$ cat src/sv/packed_date_plus_elapsed_seconds_macros.svh
// ----------------------------------------------------------------------------
// assertion macros for the packed date plus elapsed seconds block
// ----------------------------------------------------------------------------
`ifndef PACKED_DATE_PLUS_ELAPSED_SECONDS_MACROS_SVH
`define PACKED_DATE_PLUS_ELAPSED_SECONDS_MACROS_SVH

// antecedent implies consequent in the same cycle
`define PDPES_ASSERT_SAME(label, clk, rst_n, ante, cons, msg) \
    label: assert property (@(posedge clk) disable iff (!rst_n) (ante) |-> (cons)) \
        else $error(msg);

// antecedent implies consequent in the next cycle
`define PDPES_ASSERT_NEXT(label, clk, rst_n, ante, cons, msg) \
    label: assert property (@(posedge clk) disable iff (!rst_n) (ante) |=> (cons)) \
        else $error(msg);

`endif

$ cat src/sv/pdpes_pkg.sv
// ----------------------------------------------------------------------------
// pdpes_pkg
// types, constants and calendar functions of the packed date adder
// ----------------------------------------------------------------------------
package pdpes_pkg;

    localparam int unsigned PACK_W    = 34;
    localparam int unsigned EL_W      = 25;
    localparam int unsigned FLD_W     = 7;
    localparam int unsigned SEC_W     = 6;
    localparam int unsigned DIV_W     = 35;
    localparam int unsigned DIV_STEP  = 7;
    localparam int unsigned DIV_CYC   = DIV_W / DIV_STEP;
    localparam int unsigned DVS_W     = 7;
    localparam int unsigned ACC_W     = 26;
    localparam int unsigned DAY_W     = 9;
    localparam int unsigned MON_W     = 4;
    localparam int unsigned NUM_PAIRS = 5;
    localparam int unsigned NUM_TDIV  = 3;
    localparam int unsigned CNT_W     = 3;

    localparam logic [EL_W-1:0]  C_EL_MAX    = 25'd31535999;
    localparam logic [DVS_W-1:0] C_DIV_DEC   = 7'd100;
    localparam logic [DVS_W-1:0] C_DIV_MIN   = 7'd60;
    localparam logic [DVS_W-1:0] C_DIV_HOUR  = 7'd24;
    localparam logic [ACC_W-1:0] C_SEC_DAY   = 26'd86400;
    localparam logic [ACC_W-1:0] C_SEC_HOUR  = 26'd3600;
    localparam logic [ACC_W-1:0] C_SEC_MIN   = 26'd60;
    localparam logic [ACC_W-1:0] C_YLEN      = 26'd31536000;
    localparam logic [ACC_W-1:0] C_YLEN_LEAP = 26'd31622400;
    localparam logic [FLD_W-1:0] C_YEAR_LIM  = 7'd50;
    localparam logic [FLD_W-1:0] C_HOUR_LIM  = 7'd24;
    localparam logic [FLD_W-1:0] C_MIN_LIM   = 7'd60;
    localparam logic [MON_W-1:0] C_LAST_MON  = 4'd12;

    typedef enum logic [3:0] {
        ST_IDLE,
        ST_SPLIT,
        ST_CHECK,
        ST_ACC_H,
        ST_ACC_M,
        ST_ROLL,
        ST_TSTART,
        ST_TSPLIT,
        ST_WALK,
        ST_FINISH
    } t_state;

    typedef struct packed {
        logic             start;
        logic [DVS_W-1:0] divisor;
        logic [DIV_W-1:0] dividend;
    } t_div_req;

    typedef struct packed {
        logic             busy;
        logic             done;
        logic [DIV_W-1:0] quot;
        logic [DVS_W-1:0] rem;
    } t_div_rsp;

    function automatic logic [4:0] month_days(input logic [MON_W-1:0] m, input logic leap);
        logic [4:0] d;
        case (m)
            4'd1, 4'd3, 4'd5, 4'd7, 4'd8, 4'd10, 4'd12: d = 5'd31;
            4'd4, 4'd6, 4'd9, 4'd11:                    d = 5'd30;
            4'd2:                                       d = leap ? 5'd29 : 5'd28;
            default:                                    d = 5'd0;
        endcase
        return d;
    endfunction

    // days in the months before m
    function automatic logic [DAY_W-1:0] days_before(input logic [MON_W-1:0] m,
                                                     input logic leap);
        logic [DAY_W-1:0] d;
        case (m)
            4'd1:    d = 9'd0;
            4'd2:    d = 9'd31;
            4'd3:    d = 9'd59;
            4'd4:    d = 9'd90;
            4'd5:    d = 9'd120;
            4'd6:    d = 9'd151;
            4'd7:    d = 9'd181;
            4'd8:    d = 9'd212;
            4'd9:    d = 9'd243;
            4'd10:   d = 9'd273;
            4'd11:   d = 9'd304;
            4'd12:   d = 9'd334;
            default: d = 9'd0;
        endcase
        if (leap && (m > 4'd2)) begin
            d = d + 9'd1;
        end
        return d;
    endfunction

endpackage

$ cat src/sv/pdpes_if.sv
// ----------------------------------------------------------------------------
// pdpes channel interfaces
// valid/ready channels for the packed date input and the calendar result
// ----------------------------------------------------------------------------
interface pdpes_in_if;
    import pdpes_pkg::*;

    logic              valid;
    logic              ready;
    logic [PACK_W-1:0] packed_datetime;
    logic [EL_W-1:0]   elapsed_seconds;

    modport source (output valid, output packed_datetime, output elapsed_seconds,
                    input ready);
    modport sink   (input valid, input packed_datetime, input elapsed_seconds,
                    output ready);
endinterface

interface pdpes_out_if;
    import pdpes_pkg::*;

    logic             valid;
    logic             ready;
    logic             valid_res;
    logic [FLD_W-1:0] year;
    logic [FLD_W-1:0] month;
    logic [FLD_W-1:0] day;
    logic [FLD_W-1:0] hour;
    logic [FLD_W-1:0] minute;
    logic [SEC_W-1:0] second;

    modport source (output valid, output valid_res, output year, output month,
                    output day, output hour, output minute, output second,
                    input ready);
    modport sink   (input valid, input valid_res, input year, input month,
                    input day, input hour, input minute, input second,
                    output ready);
endinterface

$ cat src/sv/pdpes_div.sv
// ----------------------------------------------------------------------------
// pdpes_div
// shared restoring divider by a small divisor, several quotient bits a cycle
// ----------------------------------------------------------------------------
module pdpes_div (
    input  logic                i_clk,
    input  logic                i_rst_n,
    input  pdpes_pkg::t_div_req i_req,
    output pdpes_pkg::t_div_rsp o_rsp
);
    import pdpes_pkg::*;

    localparam int unsigned DCNT_W = $clog2(DIV_CYC + 1);

    logic [DIV_W-1:0]  r_q;
    logic [DVS_W-1:0]  r_rem;
    logic [DVS_W-1:0]  r_dvs;
    logic [DCNT_W-1:0] r_cnt;
    logic              r_busy;
    logic              r_done;

    logic [DIV_W-1:0]  n_q;
    logic [DVS_W-1:0]  n_rem;
    logic [DVS_W:0]    v_t;

    // dividend shifts out at the top while quotient bits enter at the bottom
    always_comb begin
        n_q   = r_q;
        n_rem = r_rem;
        v_t   = '0;
        for (int i = 0; i < int'(DIV_STEP); i++) begin
            v_t = {n_rem, n_q[DIV_W-1]};
            n_q = {n_q[DIV_W-2:0], 1'b0};
            if (v_t >= {1'b0, r_dvs}) begin
                v_t    = v_t - {1'b0, r_dvs};
                n_q[0] = 1'b1;
            end
            n_rem = v_t[DVS_W-1:0];
        end
    end

    always_ff @(posedge i_clk) begin
        if (!i_rst_n) begin
            r_busy <= 1'b0;
            r_done <= 1'b0;
            r_cnt  <= '0;
        end else begin
            r_done <= 1'b0;
            if (i_req.start) begin
                r_busy <= 1'b1;
                r_cnt  <= DCNT_W'(DIV_CYC);
            end else if (r_busy) begin
                r_cnt <= r_cnt - DCNT_W'(1);
                if (r_cnt == DCNT_W'(1)) begin
                    r_busy <= 1'b0;
                    r_done <= 1'b1;
                end
            end
        end
    end

    always_ff @(posedge i_clk) begin
        if (i_req.start) begin
            r_q   <= i_req.dividend;
            r_rem <= '0;
            r_dvs <= i_req.divisor;
        end else if (r_busy) begin
            r_q   <= n_q;
            r_rem <= n_rem;
        end
    end

    assign o_rsp.busy = r_busy;
    assign o_rsp.done = r_done;
    assign o_rsp.quot = r_q;
    assign o_rsp.rem  = r_rem;

endmodule

$ cat src/sv/packed_date_plus_elapsed_seconds.sv
// ----------------------------------------------------------------------------
// packed_date_plus_elapsed_seconds: adds elapsed seconds to a yymmddhhnn date
// one item at a time; the shared divider splits off the five decimal pairs,
// then seconds, minutes and hours, and a month walk finds month and day;
// a rejected date goes straight from the check to the result
// reset (synchronous, active low) idles the sequencer and empties the result
// ----------------------------------------------------------------------------
`include "packed_date_plus_elapsed_seconds_macros.svh"

module packed_date_plus_elapsed_seconds (
    input  logic        i_clk,
    input  logic        i_rst_n,
    pdpes_in_if.sink    i_in_ch,
    pdpes_out_if.source o_out_ch
);
    import pdpes_pkg::*;

    t_state            r_state;
    t_state            n_state;
    logic [CNT_W-1:0]  r_cnt;

    t_div_req          w_div_req;
    t_div_rsp          w_div_rsp;

    logic [FLD_W-1:0]  r_pair [NUM_PAIRS];
    logic [FLD_W-1:0]  r_tp   [NUM_TDIV];
    logic [EL_W-1:0]   r_el;
    logic [ACC_W-1:0]  r_acc;
    logic [FLD_W-1:0]  r_yy;
    logic              r_leap;
    logic              r_ok;
    logic [DAY_W-1:0]  r_rest;
    logic [MON_W-1:0]  r_mon;

    logic              r_out_valid;
    logic              r_o_valid_res;
    logic [FLD_W-1:0]  r_o_year;
    logic [FLD_W-1:0]  r_o_month;
    logic [FLD_W-1:0]  r_o_day;
    logic [FLD_W-1:0]  r_o_hour;
    logic [FLD_W-1:0]  r_o_minute;
    logic [SEC_W-1:0]  r_o_second;

    logic              w_accept;
    logic              w_pairs_last;
    logic              w_tdiv_last;
    logic              w_chk_leap;
    logic              w_ok;
    logic [DAY_W-1:0]  w_days;
    logic [ACC_W-1:0]  w_ylen;
    logic [FLD_W-1:0]  w_yy_inc;
    logic [4:0]        w_walk_md;
    logic              w_walk_go;
    logic              w_load_out;

    pdpes_div u_div (
        .i_clk   (i_clk),
        .i_rst_n (i_rst_n),
        .i_req   (w_div_req),
        .o_rsp   (w_div_rsp)
    );

    assign w_accept     = i_in_ch.valid && i_in_ch.ready;
    assign w_pairs_last = (r_cnt == CNT_W'(NUM_PAIRS - 1));
    assign w_tdiv_last  = (r_cnt == CNT_W'(NUM_TDIV - 1));

    // pairs after the split: 0 minute, 1 hour, 2 day, 3 month, 4 year
    assign w_chk_leap = (r_pair[4][1:0] == 2'b00);
    assign w_ok = (r_pair[4] < C_YEAR_LIM) &&
                  (r_pair[3] >= 7'd1) && (r_pair[3] <= {3'b000, C_LAST_MON}) &&
                  (r_pair[2] >= 7'd1) &&
                  (r_pair[2] <= {2'b00, month_days(r_pair[3][MON_W-1:0], w_chk_leap)}) &&
                  (r_pair[1] < C_HOUR_LIM) && (r_pair[0] < C_MIN_LIM);
    assign w_days = DAY_W'(r_pair[2]) + days_before(r_pair[3][MON_W-1:0], w_chk_leap);

    assign w_ylen   = r_leap ? C_YLEN_LEAP : C_YLEN;
    assign w_yy_inc = r_yy + 7'd1;

    assign w_walk_md = month_days(r_mon, r_leap);
    assign w_walk_go = (r_mon < C_LAST_MON) && (r_rest > DAY_W'(w_walk_md));

    assign w_load_out = (r_state == ST_FINISH) && (!r_out_valid || o_out_ch.ready);

    // next state
    always_comb begin
        n_state = r_state;
        case (r_state)
            ST_IDLE: begin
                if (i_in_ch.valid) begin
                    n_state = ST_SPLIT;
                end
            end
            ST_SPLIT: begin
                if (w_div_rsp.done && w_pairs_last) begin
                    n_state = ST_CHECK;
                end
            end
            ST_CHECK: begin
                n_state = w_ok ? ST_ACC_H : ST_FINISH;
            end
            ST_ACC_H:   n_state = ST_ACC_M;
            ST_ACC_M:   n_state = ST_ROLL;
            ST_ROLL:    n_state = ST_TSTART;
            ST_TSTART:  n_state = ST_TSPLIT;
            ST_TSPLIT: begin
                if (w_div_rsp.done && w_tdiv_last) begin
                    n_state = ST_WALK;
                end
            end
            ST_WALK: begin
                if (!w_walk_go) begin
                    n_state = ST_FINISH;
                end
            end
            ST_FINISH: begin
                if (w_load_out) begin
                    n_state = ST_IDLE;
                end
            end
            default: n_state = ST_IDLE;
        endcase
    end

    // sequencer outputs: divider requests and input ready
    always_comb begin
        i_in_ch.ready      = 1'b0;
        w_div_req.start    = 1'b0;
        w_div_req.divisor  = C_DIV_DEC;
        w_div_req.dividend = w_div_rsp.quot;
        case (r_state)
            ST_IDLE: begin
                i_in_ch.ready      = 1'b1;
                w_div_req.start    = i_in_ch.valid;
                w_div_req.dividend = DIV_W'(i_in_ch.packed_datetime);
            end
            ST_SPLIT: begin
                w_div_req.start = w_div_rsp.done && !w_pairs_last;
            end
            ST_TSTART: begin
                w_div_req.start    = 1'b1;
                w_div_req.divisor  = C_DIV_MIN;
                w_div_req.dividend = DIV_W'(r_acc);
            end
            ST_TSPLIT: begin
                w_div_req.start   = w_div_rsp.done && !w_tdiv_last;
                w_div_req.divisor = (r_cnt == CNT_W'(NUM_TDIV - 2)) ? C_DIV_HOUR : C_DIV_MIN;
            end
            default: begin
                w_div_req.start = 1'b0;
            end
        endcase
    end

    // control registers
    always_ff @(posedge i_clk) begin
        if (!i_rst_n) begin
            r_state     <= ST_IDLE;
            r_cnt       <= '0;
            r_out_valid <= 1'b0;
        end else begin
            r_state <= n_state;
            if (w_accept || (r_state == ST_TSTART)) begin
                r_cnt <= '0;
            end else if (w_div_rsp.done) begin
                r_cnt <= r_cnt + CNT_W'(1);
            end
            if (w_load_out) begin
                r_out_valid <= 1'b1;
            end else if (o_out_ch.ready) begin
                r_out_valid <= 1'b0;
            end
        end
    end

    // datapath
    always_ff @(posedge i_clk) begin
        case (r_state)
            ST_IDLE: begin
                if (w_accept) begin
                    r_el <= (i_in_ch.elapsed_seconds > C_EL_MAX) ? C_EL_MAX
                                                                 : i_in_ch.elapsed_seconds;
                end
            end
            ST_SPLIT: begin
                if (w_div_rsp.done) begin
                    r_pair[NUM_PAIRS-1] <= w_div_rsp.rem;
                    for (int k = 0; k < int'(NUM_PAIRS) - 1; k++) begin
                        r_pair[k] <= r_pair[k+1];
                    end
                end
            end
            ST_CHECK: begin
                r_ok   <= w_ok;
                r_leap <= w_chk_leap;
                r_yy   <= r_pair[4];
                r_acc  <= C_SEC_DAY * ACC_W'(w_days - 9'd1);
            end
            ST_ACC_H: begin
                r_acc <= r_acc + C_SEC_HOUR * ACC_W'(r_pair[1]);
            end
            ST_ACC_M: begin
                r_acc <= r_acc + C_SEC_MIN * ACC_W'(r_pair[0]) + ACC_W'(r_el);
            end
            ST_ROLL: begin
                // one rollover at most, the elapsed count is under a year
                if (r_acc >= w_ylen) begin
                    r_acc  <= r_acc - w_ylen;
                    r_yy   <= w_yy_inc;
                    r_leap <= (w_yy_inc[1:0] == 2'b00);
                end
            end
            ST_TSPLIT: begin
                if (w_div_rsp.done) begin
                    r_tp[NUM_TDIV-1] <= w_div_rsp.rem;
                    for (int k = 0; k < int'(NUM_TDIV) - 1; k++) begin
                        r_tp[k] <= r_tp[k+1];
                    end
                    if (w_tdiv_last) begin
                        r_rest <= w_div_rsp.quot[DAY_W-1:0] + 9'd1;
                        r_mon  <= 4'd1;
                    end
                end
            end
            ST_WALK: begin
                if (w_walk_go) begin
                    r_rest <= r_rest - DAY_W'(w_walk_md);
                    r_mon  <= r_mon + 4'd1;
                end
            end
            default: begin
                r_acc <= r_acc;
            end
        endcase
    end

    // result register
    always_ff @(posedge i_clk) begin
        if (w_load_out) begin
            r_o_valid_res <= r_ok;
            if (r_ok) begin
                r_o_year   <= r_yy;
                r_o_month  <= FLD_W'(r_mon);
                r_o_day    <= r_rest[FLD_W-1:0];
                r_o_hour   <= r_tp[2];
                r_o_minute <= r_tp[1];
                r_o_second <= r_tp[0][SEC_W-1:0];
            end else begin
                r_o_year   <= r_pair[4];
                r_o_month  <= r_pair[3];
                r_o_day    <= r_pair[2];
                r_o_hour   <= r_pair[1];
                r_o_minute <= r_pair[0];
                r_o_second <= '0;
            end
        end
    end

    assign o_out_ch.valid     = r_out_valid;
    assign o_out_ch.valid_res = r_o_valid_res;
    assign o_out_ch.year      = r_o_year;
    assign o_out_ch.month     = r_o_month;
    assign o_out_ch.day       = r_o_day;
    assign o_out_ch.hour      = r_o_hour;
    assign o_out_ch.minute    = r_o_minute;
    assign o_out_ch.second    = r_o_second;

    `PDPES_ASSERT_SAME(a_div_done_waited, i_clk, i_rst_n, w_div_rsp.done, (r_state == ST_SPLIT) || (r_state == ST_TSPLIT), "divider finished while the sequencer was not waiting")
    `PDPES_ASSERT_SAME(a_walk_month_range, i_clk, i_rst_n, r_state == ST_WALK, (r_mon >= 4'd1) && (r_mon <= C_LAST_MON) && (r_rest >= 9'd1), "month walk left the calendar")
    `PDPES_ASSERT_SAME(a_result_in_range, i_clk, i_rst_n, o_out_ch.valid && o_out_ch.valid_res, (o_out_ch.month >= 7'd1) && (o_out_ch.month <= 7'd12) && (o_out_ch.day >= 7'd1) && (o_out_ch.day <= 7'd31) && (o_out_ch.hour < 7'd24) && (o_out_ch.minute < 7'd60) && (o_out_ch.second < 6'd60), "valid result out of calendar range")
    `PDPES_ASSERT_SAME(a_reject_second_zero, i_clk, i_rst_n, o_out_ch.valid && !o_out_ch.valid_res, o_out_ch.second == 6'd0, "rejected date with non-zero second")
    `PDPES_ASSERT_NEXT(a_accept_starts_split, i_clk, i_rst_n, w_accept, (r_state == ST_SPLIT) && w_div_rsp.busy, "transfer did not start the decimal split")

endmodule

$ cat src/flat_wrapper.sv
// flat-port wrapper written by rule: the top's interface ports become plain ports
module packed_date_plus_elapsed_seconds_flat import pdpes_pkg::*;
  (i_clk, i_rst_n, i_in_ch_valid, i_in_ch_packed_datetime, i_in_ch_elapsed_seconds, i_in_ch_ready, o_out_ch_valid, o_out_ch_valid_res, o_out_ch_year, o_out_ch_month, o_out_ch_day, o_out_ch_hour, o_out_ch_minute, o_out_ch_second, o_out_ch_ready);
  pdpes_in_if i_in_ch_i ();
  pdpes_out_if o_out_ch_i ();
  input  logic i_clk;
  input  logic i_rst_n;
  input wire logic [$bits(i_in_ch_i.valid)-1:0] i_in_ch_valid;
  input wire logic [$bits(i_in_ch_i.packed_datetime)-1:0] i_in_ch_packed_datetime;
  input wire logic [$bits(i_in_ch_i.elapsed_seconds)-1:0] i_in_ch_elapsed_seconds;
  output wire logic [$bits(i_in_ch_i.ready)-1:0] i_in_ch_ready;
  output wire logic [$bits(o_out_ch_i.valid)-1:0] o_out_ch_valid;
  output wire logic [$bits(o_out_ch_i.valid_res)-1:0] o_out_ch_valid_res;
  output wire logic [$bits(o_out_ch_i.year)-1:0] o_out_ch_year;
  output wire logic [$bits(o_out_ch_i.month)-1:0] o_out_ch_month;
  output wire logic [$bits(o_out_ch_i.day)-1:0] o_out_ch_day;
  output wire logic [$bits(o_out_ch_i.hour)-1:0] o_out_ch_hour;
  output wire logic [$bits(o_out_ch_i.minute)-1:0] o_out_ch_minute;
  output wire logic [$bits(o_out_ch_i.second)-1:0] o_out_ch_second;
  input wire logic [$bits(o_out_ch_i.ready)-1:0] o_out_ch_ready;
  assign i_in_ch_i.valid = i_in_ch_valid;
  assign i_in_ch_i.packed_datetime = i_in_ch_packed_datetime;
  assign i_in_ch_i.elapsed_seconds = i_in_ch_elapsed_seconds;
  assign i_in_ch_ready = i_in_ch_i.ready;
  assign o_out_ch_valid = o_out_ch_i.valid;
  assign o_out_ch_valid_res = o_out_ch_i.valid_res;
  assign o_out_ch_year = o_out_ch_i.year;
  assign o_out_ch_month = o_out_ch_i.month;
  assign o_out_ch_day = o_out_ch_i.day;
  assign o_out_ch_hour = o_out_ch_i.hour;
  assign o_out_ch_minute = o_out_ch_i.minute;
  assign o_out_ch_second = o_out_ch_i.second;
  assign o_out_ch_i.ready = o_out_ch_ready;
  packed_date_plus_elapsed_seconds u_core (.i_clk(i_clk), .i_rst_n(i_rst_n), .i_in_ch(i_in_ch_i), .o_out_ch(o_out_ch_i));
endmodule
$ cat config.mk
export PLATFORM = sky130hd
export DESIGN_NAME = packed_date_plus_elapsed_seconds_flat
export DESIGN_NICKNAME = d
export VERILOG_FILES = /design/src/sv/pdpes_pkg.sv /design/src/sv/pdpes_if.sv /design/src/sv/pdpes_div.sv /design/src/sv/packed_date_plus_elapsed_seconds.sv /design/src/flat_wrapper.sv
export VERILOG_INCLUDE_DIRS = /design/src /design/src/sv
export SDC_FILE = /design/constraint.sdc
export NUM_CORES = 1
export LEC_CHECK = 0
export ABC_CLOCK_PERIOD_IN_PS = 13100
export BUFFER_PORTS_ARGS = -buffer_cell sky130_fd_sc_hd__buf_4
export CAP_MARGIN = 30
export CORE_MARGIN = 2
export CORE_UTILIZATION = 48
export DETAILED_ROUTE_END_ITERATION = 10
export PLACE_DENSITY = 0.68
export SLEW_MARGIN = 20
export SYNTH_ARGS = -nofsm -noshare
export SYNTH_HDL_FRONTEND = slang
export SYNTH_SLANG_ARGS = --single-unit
$ cat constraint.sdc
create_clock -name i_clk -period 13.1 [get_ports i_clk]
set_input_delay 1.965 -clock i_clk [delete_from_list [all_inputs] [get_ports i_clk]]
set_output_delay 1.965 -clock i_clk [all_outputs]
set_load 0.05 [all_outputs]
==> results of run 1 <==
==> worst max-delay path, delay by kind of cell (launching register included) <==
kind                       cells  cell delay (ns)
adders and majority gates      8             2.78
and+or+nand+nor               11             2.12
DFF                            1             0.47
buffers and inverters          3             0.17
AOI/OAI and AO/OA             21             4.63
muxes                          7             2.07
==> area by class of cell <==
class	count	area, µm²	share of cell area
Timing Repair Buffer	144	1106	0.05178
Clock inverter	18	153.9	0.007205
Tap cell	518	648.1	0.03034
Multi-Input combinational cell	1414	11350	0.5313
Clock buffer	29	683.2	0.03198
Inverter	206	773.2	0.03620
Sequential cell	228	6646	0.3112
==> per-stage QoR <==
| step | instances | total power [mW] | cell area (µm²) |
|---|---|---|---|
| 3_5_place_dp | 2496 | 3.067 | 20340 |
| 6_report | 2557 | 3.989 | 21360 |
| 2_1_floorplan | 1902 | 2.652 | 18880 |
| 5_1_grt | 2557 | 4.257 | 21360 |
| 3_3_place_gp | 2494 | 3.026 | 20290 |
| 4_1_cts | 2543 | 3.793 | 21190 |
==> power by group through the flow <==
stage / clock (mW) / combinational, mW / sequential, mW
2_1_floorplan: 0 / 1.72 / 0.936
3_3_place_gp: 0 / 2.05 / 0.971
3_5_place_dp: 0 / 2.09 / 0.973
4_1_cts: 0.726 / 2.11 / 0.958
5_1_grt: 0.751 / 2.54 / 0.966
6_report: 0.717 / 2.31 / 0.961
==> cell families (layout without fill, tap and decap cells) <==
group / after synthesis / count (layout) / synth area share
muxes: 61 / 61 / 0.03559
buffers and inverters: 260 / 397 / 0.05250
DFF: 228 / 228 / 0.3521
and+or+nand+nor: 504 / 504 / 0.1300
AOI/OAI and AO/OA: 414 / 414 / 0.1437
xor gates and xnor gates: 139 / 139 / 0.06522
adders and majority gates: 296 / 296 / 0.2209
==> metal layers <==
metal	vias up	wire length, µm	share of wire
li1	7018	-	-
met1	6719	21960	0.47
met2	397	20720	0.44
met3	64	2635	0.057
met4	0	1314	0.028
met5	-	0	0
==> state kept, by name, summed over array words and instances, names as in the netlist, 3 cells and up <==
name and count:
u_core.r_rest 9, u_core.u_div.r_q 35, u_core.r_pair 35, u_core.u_div.r_rem 7, u_core.u_div.r_dvs 3, u_core.r_mon 4
u_core.u_div.r_cnt 3, u_core.r_state 4, u_core.o_out_ch.minute 7, u_core.r_acc 26, u_core.r_yy 7, u_core.o_out_ch.year 7
u_core.o_out_ch.month 7, u_core.r_tp 20, u_core.o_out_ch.second 6, u_core.o_out_ch.day 7, u_core.r_cnt 3, u_core.r_el 25
u_core.o_out_ch.hour 7
==> worst paths after layout <==
| path | startpoint | endpoint | slack (ns) | cells after the start |
|---|---|---|---|---|
| setup / recovery | u_core.u_div.r_dvs[5]$_DFFE_PP_ | u_core.u_div.r_rem[2]$_SDFFE_PP0P_ | 0.77 | 50 |
| hold / removal | u_core.r_tp[1][1]$_DFFE_PP_ | u_core.r_tp[0][1]$_DFFE_PP_ | 0.45 | 0 |
| setup reg to reg | u_core.u_div.r_dvs[5]$_DFFE_PP_ | u_core.u_div.r_rem[2]$_SDFFE_PP0P_ | 0.77 | 50 |
| hold reg to reg | u_core.r_tp[1][1]$_DFFE_PP_ | u_core.r_tp[0][1]$_DFFE_PP_ | 0.45 | 0 |
==> Yosys cell counts, drive strengths merged, types with 45 or more instances <==
master / count / area [µm²]
ha: 234 / 2928
edfxtp: 208 / 6246
inv: 204 / 765.7
nand2: 168 / 630.6
a21oi: 102 / 518.0
nor2: 101 / 379.1
o21ai: 96 / 480.5
xnor2: 84 / 735.7
fa: 62 / 1241
xor2: 54 / 473.0
clkbuf: 46 / 172.7
a21o: 45 / 339.1
==> what timing repair did <==
item / in CTS / in global routing
setup buffers: 0 / 11
hold buffers: 0 / 0
resized for setup: 2 / 18
endpoints found under the hold margin: 0 / 0
setup endpoints to repair: 1 / 6
cloned: 0 / 0
pin swaps: 0 / 3
==> results.py, run 1 <==
metrics = {
    "status": {
        "outcome": "finished clean",
    },
    "timing": {
        "finalSetupViolations": 0,
        "setup_ws_ns": 0.7664,
        "max_freq_mhz": 81.08,
        "whs_ns": 0.4452,
        "final-hold-violation-count": 0,
        "tns_ns": 0,
        "post-route-period-util": 0.9415,
        "timing.final.max_slew_violations": 0,
        "max-slew-margin-rel": 0.3725,
        "worstMarginPinSlew_ns": 0.9291,
        "finClkSkew_ns": 0.03626,
        "post-route-min-period_ns": 12.33,
    },
    "synthesis": {
        "synth_edf_count": 208,
        "syn_nets": 2261,
        "yosysSeqAreaShare": 0.3521,
        "synth_top_flop_cell": "edfxtp_1",
        "ys_seq_elements": 228,
        "synthCells": 1902,
        "async_flop_share": 0,
        "synthesis.area_mm2": 0.01888,
        "ys_warn_count": 0,
        "yosysUniqueCellTypes": 82,
        "synth.avg_cell_area_um2": 9.925,
    },
    "global_routing": {
        "busiest_layer": "met2",
        "use_met3": 0.02870,
        "use_met2": 0.3626,
        "antenna_found_initial": 0,
        "gr-total-overflow": 0,
        "grt_use_met1": 0.3313,
        "grt_max_degree": 56,
        "grt_pass1_vias": 13630,
        "grt_usage": 0.2291,
        "grt_pass1_wl_mm": 74.03,
    },
    "clock_tree": {
        "clkLatencyLatePin_ns": 0.56,
        "htree_levels": 1,
        "cts_tree": "done",
        "numCtsBuffers": 26,
        "cts_root_buf": "clkbuf_16",
        "cts_buffer_depth": 3,
        "clkSinkCount": 228,
        "clkTransAtPathRegs_ns": 0.06,
    },
    "layout": {
        "fin_nets": 2379,
        "fill_cells": 3448,
        "n_antenna_cell": 0,
        "final_common_cell": "ha_1",
        "layout_common_cells": "ha_1, edfxtp_1, inv_1, nand2_1, buf_4",
        "layout-drive-gt1-share": 0.1373,
        "area_growth_syn_to_layout_pct": 13.16,
        "fin_util": 0.5514,
    },
    "power": {
        "p_leak_nw": 9.334,
        "switching_share": 0.3920,
        "p_seq_frac": 0.241,
        "combPwrFrac": 0.580,
        "clock_power_share": 0.180,
        "peakVddDrop_v": 0.0003126,
        "power.internal_mw": 2.425,
        "power.switching_mw": 1.564,
        "powerDensity_mw_per_mm2": 186.7,
    },
    "route": {
        "vias": 14200,
        "drt_wl_total_mm": 46.63,
        "dr.pass1.iters": 6,
        "wl_per_cell_um": 18.24,
        "routed_via_density": 5.553,
        "postRouteAntennaNets": 0,
        "drtIter0Drc": 1277,
        "drc": 0,
    },
    "setup_path": {
        "worstPathMaxFanout": 6,
        "critPathSlowestCell": "edfxtp_1",
        "setup.worst_path.end_class": "flop",
        "startpoint_type": "flop",
        "cp.required_ns": 13.56,
        "crit_path_frequent_cell": "ha_1",
        "criticalPathCategory": "reg2reg",
        "worstPathArrival_ns": 12.79,
        "cpPeakStageDelay_ns": 0.47,
    },
    "die": {
        "core-area_mm2": 0.03874,
        "die_w_um": 202.3,
        "die_area_mm2": 0.04093,
        "die_h_um": 202.3,
        "pin_count": 107,
        "row_count": 72,
        "start_util": 0.4873,
    },
    "place": {
        "pre_cts_ws_ns": 0.06399,
        "portBuffers": 106,
        "dp_hpwl_mm": 37.12,
        "gp_congestion": 0.9101,
    },
    "worst_hold_path": {
        "hold_class": "reg2reg",
    },
    "run": {
        "drv_cap": 0,
    },
}
No activity file was read; power rests on OpenSTA's default activity.
==> inputs of run 2 (changes only) <==
- CORE_ASPECT_RATIO: default -> 0.75
==> results.py, run 2 (synthesis results as in run 1) <==
metrics = {
    "timing": {
        "final-hold-violation-count": 0,
        "max_freq_mhz": 80.05,
        "timing.final.max_slew_violations": 0,
        "max-slew-margin-rel": 0.3948,
        "finClkSkew_ns": 0.01411,
        "post-route-min-period_ns": 12.49,
        "finalSetupViolations": 0,
        "tns_ns": 0,
        "post-route-period-util": 0.9537,
        "worstMarginPinSlew_ns": 0.9067,
    },
    "worst_hold_path": {
        "hold_start": "u_core.r_tp[1][0]$_DFFE_PP_",
        "hold_class": "reg2reg",
        "whs_path_depth": 0,
        "hold_path_end": "u_core.r_tp[0][0]$_DFFE_PP_",
    },
    "layout": {
        "layout_common_cells": "ha_1, edfxtp_1, inv_1, nand2_1, buf_4",
        "fin_nets": 2370,
        "multi_input_area_mm2": 0.01133,
        "n_antenna_cell": 0,
        "final_common_cell": "ha_1",
        "area_growth_syn_to_layout_pct": 12.72,
        "biggestRegsByFlops": "u_core.r_pair (35), u_core.u_div.r_q (35), u_core.r_acc (26)",
        "final-instance-count-excl-fill": 2541,
        "fill_cells": 3323,
        "layout-drive-gt1-share": 0.1321,
        "seq_area_mm2": 0.006646,
    },
    "die": {
        "die_h_um": 175.7,
        "core-area_mm2": 0.03855,
        "die_w_um": 233.0,
        "die_area_mm2": 0.04095,
        "row_count": 62,
        "start_util": 0.4896,
        "pin_count": 107,
    },
    "power": {
        "p_seq_frac": 0.244,
        "p_leak_nw": 9.298,
        "power.internal_mw": 2.367,
        "powerDensity_mw_per_mm2": 185.9,
        "power_mw": 3.955,
        "power.switching_mw": 1.588,
        "switching_share": 0.4015,
        "peakVddDrop_v": 0.0002474,
        "combPwrFrac": 0.573,
        "clock_power_share": 0.183,
    },
    "clock_tree": {
        "cts_root_buf": "clkbuf_16",
        "htree_levels": 1,
        "clkTransAtPathRegs_ns": 0.07,
        "cts_buffer_depth": 3,
        "clkSinkCount": 228,
        "clkLatencyLatePin_ns": 0.54,
        "cts_tree": "done",
        "numCtsBuffers": 25,
    },
    "route": {
        "wl_per_cell_um": 19.30,
        "drc": 0,
        "drtIter0Drc": 1262,
        "vias": 14350,
        "dr.pass1.iters": 5,
        "routed_via_density": 5.647,
        "postRouteAntennaNets": 0,
        "drt_wl_total_mm": 49.05,
    },
    "place": {
        "gp_congestion": 0.8869,
        "place_inst": 2487,
        "dp_hpwl_mm": 38.40,
        "portBuffers": 106,
    },
    "setup_path": {
        "cp_num_buf_inv": 2,
        "crit_path_frequent_cell": "ha_1",
        "critPathSlowestCell": "edfxtp_1",
        "startpoint_type": "flop",
        "r2r_cells": 50,
        "r2r-start": "u_core.u_div.r_dvs[5]$_DFFE_PP_",
        "r2r_end": "u_core.u_div.r_rem[5]$_SDFFE_PP0P_",
        "setup.worst_path.end_class": "flop",
        "crit_family": "compound AO/OA/AOI/OAI gates",
        "reg2reg_slack_ns": 0.61,
        "cp.required_ns": 13.48,
        "criticalPathCategory": "reg2reg",
        "cpPeakStageDelay_ns": 0.47,
        "worstPathArrival_ns": 12.88,
        "worstPathMaxFanout": 7,
    },
    "run": {
        "drv_cap": 0,
    },
    "global_routing": {
        "gr-total-overflow": 0,
        "grt_pass1_vias": 13320,
        "antenna_found_initial": 0,
        "grt_max_degree": 64,
        "grt_pass1_wl_mm": 75.42,
        "grt_usage": 0.2386,
    },
    "status": {
        "outcome": "finished clean",
    },
}
## run 2: cell types whose count changed in the layout (fill, tap and decap cells not counted), moves of 2 or more
cell and change:
buf_4 -8, a21oi_2 +2, mux2i_1 +2, mux2i_2 -2
clkbuf_8 +2, clkinvlp_4 -3, clkinv_2 -3, clkinv_4 +3
a21oi_1 -2, clkbuf_16 -2
## run 2: worst max path at each step
stage	from	endpoint	slack, ns	cells after the start
CTS	u_core.u_div.r_dvs[5]$_DFFE_PP_	u_core.u_div.r_rem[2]$_SDFFE_PP0P_	0.03	50
global placement	u_core.u_div.r_dvs[5]$_DFFE_PP_	u_core.u_div.r_rem[2]$_SDFFE_PP0P_	0.29	51
floorplan	u_core.u_div.r_dvs[4]$_DFFE_PP_	u_core.u_div.r_rem[2]$_SDFFE_PP0P_	0.96	51
finish	u_core.u_div.r_dvs[5]$_DFFE_PP_	u_core.u_div.r_rem[5]$_SDFFE_PP0P_	0.61	50
global route	u_core.u_div.r_dvs[5]$_DFFE_PP_	u_core.u_div.r_rem[2]$_SDFFE_PP0P_	-0.06	50
detailed placement	u_core.u_div.r_dvs[5]$_DFFE_PP_	u_core.u_div.r_rem[2]$_SDFFE_PP0P_	0.14	50
## run 2: per-layer routing
layer,up-vias,global-route usage,part of all wire
met5,-,0,0
li1,6987,-,-
met4,0,0.04379,0.019
met1,6754,0.3816,0.49
met3,54,0.04838,0.091
met2,554,0.3294,0.40
## run 2: power groups by stage
| stage | registers [mW] | logic (mW) | clock network, mW |
|---|---|---|---|
| 2_1_floorplan | 0.936 | 1.72 | 0 |
| 5_1_grt | 0.969 | 2.47 | 0.762 |
| 4_1_cts | 0.959 | 2.13 | 0.735 |
| 3_3_place_gp | 0.973 | 2.05 | 0 |
| 6_report | 0.964 | 2.27 | 0.725 |
| 3_5_place_dp | 0.974 | 2.11 | 0 |
## run 2: what timing repair did
item                       in CTS  in global routing
hold buffers                    0                  0
pin swaps                       0                  2
buffers inserted                0                  6
setup endpoints to repair       1                  6
resized for setup               2                 13
## run 2: layout make-up
class | instances | share of cell area
clock inverter | 15 | 0.007821
inverter | 206 | 0.03634
multi-input combinational | 1414 | 0.5327
clock buffer | 30 | 0.03122
timing repair buffer | 136 | 0.04945
sequential | 228 | 0.3124
tap | 512 | 0.03011
## run 2: metrics by stage
| step | area, µm² | worst slack, ns | hold WS, ns | util |
|---|---|---|---|---|
| 2_1_floorplan | 18880 | 0.9587 | 0.4204 | - |
| 6_report | 21280 | 0.6072 | 0.4434 | 0.5519 |
| 5_1_grt | 21280 | -0.05645 | 0.4499 | 0.5519 |
| 3_3_place_gp | 20260 | 0.2923 | 0.4272 | 0.5256 |
| 4_1_cts | 21150 | 0.03289 | 0.4459 | 0.5486 |
| 3_5_place_dp | 20310 | 0.1355 | 0.4320 | 0.5268 |
